===== src/design/assert_macros.svh =====
// ----------------------------------------------------------------------------
// Assertion macros
// Shared concurrent assertion forms used by the PRNG top-level unit.
// ----------------------------------------------------------------------------
`ifndef ASSERT_MACROS_SVH
`define ASSERT_MACROS_SVH

// The consequent must hold in the same cycle as the antecedent.
`define ASSERT_SAME(label, clk, rst, ante, cons) \
  label: assert property (@(posedge clk) disable iff (rst) (ante) |-> (cons)) \
    else $error("assertion failed");

// The consequent must hold in the cycle after the antecedent.
`define ASSERT_NEXT(label, clk, rst, ante, cons) \
  label: assert property (@(posedge clk) disable iff (rst) (ante) |=> (cons)) \
    else $error("assertion failed");

`endif


===== src/design/cmxr_pkg.sv =====
// ----------------------------------------------------------------------------
// cmxr_pkg
// Constants, types and helper functions of the counter multiply-xor-rotate PRNG.
// ----------------------------------------------------------------------------
`timescale 1ns / 1ps

package cmxr_pkg;

  localparam int unsigned WordWidth = 32;
  localparam int unsigned CntWidth  = 64;

  localparam logic [WordWidth-1:0] MixA1 = 32'hD747_4D0B;
  localparam logic [WordWidth-1:0] MixA2 = 32'hE293_A7BD;

  localparam logic [4:0] Rot1R1 = 5'd30;
  localparam logic [4:0] Rot1R2 = 5'd6;
  localparam logic [4:0] Rot2R1 = 5'd26;
  localparam logic [4:0] Rot2R2 = 5'd23;

  localparam logic [1:0] PhaseNewBlock = 2'd2;

  typedef logic [WordWidth-1:0] word_t;
  typedef logic [CntWidth-1:0]  cnt_t;

  typedef struct packed {
    logic start_block;
    logic mul;
    logic mix;
    logic round;
    logic emit;
  } cmd_t;

  typedef struct packed {
    logic need_block;
  } status_t;

  function automatic word_t rotl(input word_t x, input logic [4:0] r);
    return (x << r) | (x >> (6'd32 - {1'b0, r}));
  endfunction

endpackage


===== src/design/cmxr_draw_if.sv =====
// ----------------------------------------------------------------------------
// cmxr_draw_if
// Request channel carrying one draw flag per transfer.
// ----------------------------------------------------------------------------
`timescale 1ns / 1ps

interface cmxr_draw_if;
  logic valid;
  logic ready;
  logic draw;

  modport source (output valid, output draw, input ready);
  modport sink (input valid, input draw, output ready);
endinterface


===== src/design/cmxr_word_if.sv =====
// ----------------------------------------------------------------------------
// cmxr_word_if
// Result channel carrying one 32-bit random word per transfer.
// ----------------------------------------------------------------------------
`timescale 1ns / 1ps

interface cmxr_word_if;
  logic                 valid;
  logic                 ready;
  logic [31:0]          word;

  modport source (output valid, output word, input ready);
  modport sink (input valid, input word, output ready);
endinterface


===== src/design/cmxr_datapath.sv =====
// ----------------------------------------------------------------------------
// cmxr_datapath
// Counter, block halves, product register, phase and output word register.
// ----------------------------------------------------------------------------
`timescale 1ns / 1ps

module cmxr_datapath (
  input  logic              clk,
  input  logic              rst,
  input  logic              seed_we,
  input  cmxr_pkg::cnt_t    seed_data,
  input  cmxr_pkg::cmd_t    cmd,
  output cmxr_pkg::status_t status,
  output cmxr_pkg::word_t   word
);

  cmxr_pkg::cnt_t  counter;
  cmxr_pkg::cnt_t  counter_next;
  cmxr_pkg::word_t h0;
  cmxr_pkg::word_t h1;
  logic [63:0]     prod;
  logic [1:0]      phase;
  cmxr_pkg::word_t word_q;

  cmxr_pkg::word_t mul_const;
  cmxr_pkg::word_t hx;
  cmxr_pkg::word_t rot_a;
  cmxr_pkg::word_t h0_mix;
  cmxr_pkg::word_t rot_b;
  cmxr_pkg::word_t h1_mix;

  assign counter_next = counter + 64'd1;
  assign mul_const    = cmd.round ? cmxr_pkg::MixA2 : cmxr_pkg::MixA1;
  assign hx           = h1 ^ prod[63:32];
  assign rot_a        = cmd.round ? cmxr_pkg::rotl(hx, cmxr_pkg::Rot2R1)
                                  : cmxr_pkg::rotl(hx, cmxr_pkg::Rot1R1);
  assign h0_mix       = prod[31:0] + rot_a;
  assign rot_b        = cmd.round ? cmxr_pkg::rotl(h0_mix, cmxr_pkg::Rot2R2)
                                  : cmxr_pkg::rotl(h0_mix, cmxr_pkg::Rot1R2);
  assign h1_mix       = hx + rot_b;

  always_ff @(posedge clk) begin
    if (rst) begin
      counter <= '0;
      phase   <= cmxr_pkg::PhaseNewBlock;
    end else if (seed_we) begin
      counter <= seed_data;
      phase   <= cmxr_pkg::PhaseNewBlock;
    end else if (cmd.start_block) begin
      counter <= counter_next;
      phase   <= 2'd0;
    end else if (cmd.emit) begin
      phase   <= phase + 2'd1;
    end
  end

  always_ff @(posedge clk) begin
    if (cmd.start_block) begin
      h0 <= counter_next[31:0];
      h1 <= counter_next[63:32];
    end else if (cmd.mix) begin
      h0 <= h0_mix;
      h1 <= h1_mix;
    end
    if (cmd.mul) begin
      prod <= 64'(mul_const) * 64'(h0 ^ h1);
    end
    if (cmd.emit) begin
      word_q <= phase[0] ? h1 : h0;
    end
  end

  assign status.need_block = phase[1];
  assign word              = word_q;

endmodule


===== src/design/cmxr_ctrl.sv =====
// ----------------------------------------------------------------------------
// cmxr_ctrl
// Sequencer for draw acceptance, the two mixing rounds and result hand-off.
// ----------------------------------------------------------------------------
`timescale 1ns / 1ps

module cmxr_ctrl (
  input  logic              clk,
  input  logic              rst,
  input  logic              in_valid,
  input  logic              in_draw,
  output logic              in_ready,
  output logic              out_valid,
  input  logic              out_ready,
  input  cmxr_pkg::status_t status,
  output cmxr_pkg::cmd_t    cmd
);

  typedef enum logic [2:0] {
    ST_IDLE,
    ST_MUL1,
    ST_MIX1,
    ST_MUL2,
    ST_MIX2,
    ST_EMIT
  } state_t;

  state_t state;
  logic   accept;
  logic   slot_free;

  assign in_ready  = (state == ST_IDLE);
  assign accept    = in_valid && in_ready;
  assign slot_free = !out_valid || out_ready;

  always_comb begin
    cmd             = '0;
    cmd.start_block = accept && in_draw && status.need_block;
    cmd.mul         = (state == ST_MUL1) || (state == ST_MUL2);
    cmd.mix         = (state == ST_MIX1) || (state == ST_MIX2);
    cmd.round       = (state == ST_MUL2) || (state == ST_MIX2);
    cmd.emit        = (state == ST_EMIT) && slot_free;
  end

  always_ff @(posedge clk) begin
    if (rst) begin
      state     <= ST_IDLE;
      out_valid <= 1'b0;
    end else begin
      if (cmd.emit) begin
        out_valid <= 1'b1;
      end else if (out_ready) begin
        out_valid <= 1'b0;
      end
      unique case (state)
        ST_IDLE: begin
          if (accept && in_draw) begin
            state <= status.need_block ? ST_MUL1 : ST_EMIT;
          end
        end
        ST_MUL1: state <= ST_MIX1;
        ST_MIX1: state <= ST_MUL2;
        ST_MUL2: state <= ST_MIX2;
        ST_MIX2: state <= ST_EMIT;
        ST_EMIT: begin
          if (slot_free) begin
            state <= ST_IDLE;
          end
        end
        default: state <= ST_IDLE;
      endcase
    end
  end

endmodule


===== src/design/counter_mul_xor_rotate_prng_unit.sv =====
// ----------------------------------------------------------------------------
// counter_mul_xor_rotate_prng_unit
// Counter-based 32-bit random word generator with multiply-xor-rotate mixing.
// ----------------------------------------------------------------------------
// Each transfer on draw_ch requests one word; a transfer with draw low is
// consumed and produces nothing. Words leave on word_ch, low half of a block
// first, then the high half. Every second word starts a new block: the 64-bit
// counter is incremented and mixed by two rounds, each a 32x32 multiply into
// a registered product followed by a rotate-add step on that product.
// A word that starts a block passes the states MUL1, MIX1, MUL2, MIX2 and
// EMIT before it is loaded into the output register, and the next request is
// taken only once the sequencer is back in idle; a second half goes straight
// to EMIT. The two rounds share one multiply and mix unit, selecting their
// constants and rotations by round. A finished word waits in the
// output register, and the next request is taken meanwhile; if the receiver
// stalls, the following word waits in the sequencer until the register is
// free, and the request channel stays stalled until then.
// Writing cfg_wr_data with cfg_wr_en loads the counter and forces a new
// block on the next draw; write only while no request is in flight.
// Reset clears the counter to zero and marks that a new block is needed.
// ----------------------------------------------------------------------------
`timescale 1ns / 1ps
`include "assert_macros.svh"

module counter_mul_xor_rotate_prng_unit (
  input  logic                 clk,
  input  logic                 rst,
  cmxr_draw_if.sink            draw_ch,
  cmxr_word_if.source          word_ch,
  input  logic                 cfg_wr_en,
  input  cmxr_pkg::cnt_t       cfg_wr_data
);

  cmxr_pkg::cmd_t    cmd;
  cmxr_pkg::status_t status;
  logic              in_ready;
  logic              out_valid;
  cmxr_pkg::word_t   word;

  cmxr_ctrl u_ctrl (
    .clk       (clk),
    .rst       (rst),
    .in_valid  (draw_ch.valid),
    .in_draw   (draw_ch.draw),
    .in_ready  (in_ready),
    .out_valid (out_valid),
    .out_ready (word_ch.ready),
    .status    (status),
    .cmd       (cmd)
  );

  cmxr_datapath u_datapath (
    .clk       (clk),
    .rst       (rst),
    .seed_we   (cfg_wr_en),
    .seed_data (cfg_wr_data),
    .cmd       (cmd),
    .status    (status),
    .word      (word)
  );

  assign draw_ch.ready = in_ready;
  assign word_ch.valid = out_valid;
  assign word_ch.word  = word;

  // An empty request is consumed without tying up the sequencer.
  `ASSERT_NEXT(a_empty_draw_keeps_ready, clk, rst,
    draw_ch.valid && draw_ch.ready && !draw_ch.draw, draw_ch.ready)
  // A real request takes the sequencer out of idle, so it is not ready in the next cycle.
  `ASSERT_NEXT(a_draw_busy, clk, rst,
    draw_ch.valid && draw_ch.ready && draw_ch.draw, !draw_ch.ready)
  // A seed write always forces a fresh block.
  `ASSERT_NEXT(a_seed_forces_block, clk, rst, cfg_wr_en, status.need_block)
  // A new block is only started from the idle state with a real request.
  `ASSERT_SAME(a_start_on_request, clk, rst, cmd.start_block,
    draw_ch.valid && draw_ch.ready && draw_ch.draw)

endmodule

===== src/flat_wrapper.sv =====
// flat-port wrapper written by rule: the top's interface ports become plain ports
module counter_mul_xor_rotate_prng_unit_flat 
  (clk, rst, cfg_wr_en, cfg_wr_data, draw_ch_valid, draw_ch_draw, draw_ch_ready, word_ch_valid, word_ch_word, word_ch_ready);
  cmxr_draw_if draw_ch_i ();
  cmxr_word_if word_ch_i ();
  input  logic clk;
  input  logic rst;
  input  logic cfg_wr_en;
  input  cmxr_pkg::cnt_t cfg_wr_data;
  input wire logic [$bits(draw_ch_i.valid)-1:0] draw_ch_valid;
  input wire logic [$bits(draw_ch_i.draw)-1:0] draw_ch_draw;
  output wire logic [$bits(draw_ch_i.ready)-1:0] draw_ch_ready;
  output wire logic [$bits(word_ch_i.valid)-1:0] word_ch_valid;
  output wire logic [$bits(word_ch_i.word)-1:0] word_ch_word;
  input wire logic [$bits(word_ch_i.ready)-1:0] word_ch_ready;
  assign draw_ch_i.valid = draw_ch_valid;
  assign draw_ch_i.draw = draw_ch_draw;
  assign draw_ch_ready = draw_ch_i.ready;
  assign word_ch_valid = word_ch_i.valid;
  assign word_ch_word = word_ch_i.word;
  assign word_ch_i.ready = word_ch_ready;
  counter_mul_xor_rotate_prng_unit u_core (.clk(clk), .rst(rst), .draw_ch(draw_ch_i), .word_ch(word_ch_i), .cfg_wr_en(cfg_wr_en), .cfg_wr_data(cfg_wr_data));
endmodule

===== config.mk =====
export PLATFORM = sky130hd
export DESIGN_NAME = counter_mul_xor_rotate_prng_unit_flat
export DESIGN_NICKNAME = d
export VERILOG_FILES = /design/src/design/cmxr_pkg.sv /design/src/design/cmxr_draw_if.sv /design/src/design/cmxr_word_if.sv /design/src/design/cmxr_datapath.sv /design/src/design/cmxr_ctrl.sv /design/src/design/counter_mul_xor_rotate_prng_unit.sv /design/src/flat_wrapper.sv
export VERILOG_INCLUDE_DIRS = /design/src /design/src/design
export SDC_FILE = /design/constraint.sdc
export NUM_CORES = 2
export LEC_CHECK = 0
export CAP_MARGIN = 0
export CORE_UTILIZATION = 70
export CTS_CLUSTER_SIZE = 20
export DETAILED_ROUTE_END_ITERATION = 6
export DONT_BUFFER_PORTS = 1
export PLACE_DENSITY_LB_ADDON = 0.3
export REMOVE_ABC_BUFFERS = 1
export SETUP_SLACK_MARGIN = 0.5
export SLEW_MARGIN = 40
export SYNTH_ARGS = -nofsm -noshare
export SYNTH_HDL_FRONTEND = slang
export SYNTH_SLANG_ARGS = --single-unit

===== constraint.sdc =====
create_clock -name clk -period 23.3 [get_ports clk]
set_clock_uncertainty 0.05 [all_clocks]
set_input_delay 1.165 -clock clk [delete_from_list [all_inputs] [get_ports clk]]
set_output_delay 1.165 -clock clk [all_outputs]
set_load 0.03 [all_outputs]

==> out/qor.yml <==
route:
  drcViolationCount: 1
  antenna_left: 0
  wirelength_um: 118000
  vias: 29600
  routedWlPerCell_um: 23.9
  firstDrtPassIters: 7
  first_iter_violations: 2577
  post_drt_via_cell_ratio: 5.99
cts:
  cts.sinks: 230
  ctsResizeCount: 0
  root_buffer: "clkbuf_16"
  clkTransAtPathRegs_ns: 0.07
  ctsHtreeMaxLevel: 1
  tritoncts: "yes"
  post_cts_buffers: 0
  cts_made_buffers: 23
  postCtsHoldBufs: 0
  clockBufferDepth: 3
  insertion_delay_ns: 0.56
die:
  core_sq_um: 55200
  start_util_pct: 70.9
  die-area_sq_um: 56800
  pin_count: 104
  die_y_um: 238
  die_w_um: 238
  fp-row-count: 86
worst_setup_path:
  r2r_start: "u_core.u_ctrl.state[0]"
  crit_path_start: "u_core.u_ctrl.state[0]"
  cp.buffers_inverters: 2
  crit_path_frequent_cell: "fa_1"
  r2r_end: "u_core.u_datapath.prod[63]"
  reg2reg_depth: 28
  cpPeakStageDelay_ns: 0.65
  cp_slowest_cell: "dfxtp_1"
  worstPathRequired_ns: 23.67
  critPathCapture: "u_core.u_datapath.prod[63]"
  cp_max_fo: 65
  path_class: "flop to flop"
  cp_num_cells: 28
  critPathCaptureType: "flop"
  worst_setup_path_start_kind: "flop"
  r2r_slack_ns: 12.55
  cp_top_family: "adder cells"
  crit_arrival_ns: 11.11
logic_synthesis:
  synth_area_leaders: "fa_1, ha_1, edfxtp_1"
  synth_commonest_cells: "inv_1, fa_1, ha_1"
  ys_types: 78
  async_reset_ff_share_pct: 0
  synth_edf_count: 160
  synth.most_common_cell: "inv_1"
  synth_area_sq_um: 39100
  synth.yosys.warnings: 0
  ys_seq_area_share_pct: 15.9
  synth_cells: 4202
  ys_seq_elements: 230
  ys_dominant_reg_cell: "edfxtp_1"
  synth_top_cell_by_area: "fa_1"
  synth_top_area_share_pct: 31.7
  syn_area_per_cell_sq_um: 9.31
layout:
  stdcell_count: 4936
  insertedDiodeCount: 0
  drive_above_1_share_pct: 3.70
  final_util_pct: 74.0
  synthToLayoutAreaGrowth_pct: 4.50
  fin_nets: 5314
global_routing:
  grt_pass1_wl_um: 180000
  grt_pass1_vias: 30600
  grt_antenna_before_repair: 1
  grt_max_degree: 88
  grt-ovfl-total: 0
  grt_use_total_pct: 42.8
placed_design:
  dp_hpwl_um: 100000
  dp_cells: 4894
  portBuffers: 0
  gp_congestion: 1.08
job:
  drv_cap: 0
sta:
  setup_viol_count_final: 0
  slew_headroom_pct: 40.5
  worst_pin_slew_ns: 0.887
  rsz0062_at_grt: "false"
  finalSetupTns_ns: 0
  fmax_ghz: 0.0931
  hold-worst-slack_ns: 0.515
  slew_violations: 0
  min_period_over_period_pct: 46.1
  hold_viol: 0
  post-route-min-period_ns: 10.75
outcome:
  status: "complete, but fails checks"
  violations: "DRC"
hold_path:
  hold_class: "flop to flop"
  hold_start: "u_core.u_datapath.counter[43]"
[stage by stage]
step,instance area (sq um),setup WS (ns)
2_1_floorplan,38800,7.60
3_3_place_gp,40000,12.98
3_5_place_dp,40100,12.76
6_report,40900,12.55
4_1_cts,40900,12.73
5_1_grt,40900,12.01
[worst register-to-register path, delay by kind of cell, from the launching register on]
family,cells,cell delay [ns]
buf+inv,2,1.27
compound gates,4,1.24
simple gates,12,2.75
fa+ha+maj,9,4.26
flops,1,0.65
mux,1,0.39
[cells by family after synthesis]
group / synth area share, %
DFF: 15.9
muxes: 1.36
and+or+nand+nor: 10.9
adders and majority gates: 46.3
AOI/OAI and AO/OA: 9.25
other: 0.0192
buffers and inverters: 9.47
xor gates and xnor gates: 6.87
[cells in the final DEF, fill, tap and decap left out, types with 8 or more instances in the layout]
cell	netlist	final
a211oi_1	20	20
nor2b_1	14	13
o21bai_1	18	18
xnor2_1	151	148
ha_1	453	453
inv_1	837	837
mux2i_1	15	15
o21ai_0	161	159
nand4_1	43	43
mux2_2	34	34
nand3_1	50	50
o21a_1	25	24
a21o_1	64	64
a21boi_0	8	8
fa_1	620	620
a21oi_1	234	234
a31oi_1	12	12
or2_2	12	12
and3_1	28	28
clkbuf_16	0	25
xor2_1	156	151
or3_1	27	27
nor2_1	381	379
buf_4	0	33
nand2_1	304	303
dfxtp_1	70	70
edfxtp_1	160	160
conb_1	2	55
nand2b_1	23	23
nor3_1	27	26
[routing by layer]
layer  GRT usage, %  vias up  share of wire [%]
met5              0        -              0.010
met4           26.1        2                7.4
met3           8.70      376                9.3
met2           67.5     1512                 45
met1           54.7    14400                 38
li1               -    13300                  -
[worst min-delay path by stage]
stage / endpoint / slack [ns] / cells past startpoint
after CTS: u_core.u_datapath.counter[63] / 0.50 / 2
after floorplan: u_core.u_datapath.counter[63] / 0.44 / 2
after global placement: u_core.u_datapath.counter[63] / 0.45 / 2
after global routing: u_core.u_datapath.counter[63] / 0.54 / 2
final: u_core.u_datapath.counter[43] / 0.51 / 2
after detailed placement: u_core.u_datapath.counter[63] / 0.48 / 2
[sequential cells by signal, indices dropped and copies added, names as in the netlist]
| name | count |
|---|---|
| u_core.u_datapath.prod | 64 |
| u_core.u_datapath.h1 | 32 |
| u_core.u_datapath.word | 32 |
| u_core.u_datapath.counter | 64 |
| u_core.u_datapath.phase | 2 |
| u_core.u_datapath.h0 | 32 |
| u_core.u_ctrl.state | 3 |
| u_core.u_ctrl.out_valid | 1 |
[area by class of cell]
type	instances	area, sq um
timing repair buffer	37	313
inverter	838	3150
clock buffer	31	658
tap	748	936
fill	4128	14300
clock inverter	11	90.1
sequential	230	6210
multi-input combinational	3041	29500
Power is not shown: default switching activity piles up to over one toggle a cycle in this logic, so the estimate is an artifact.
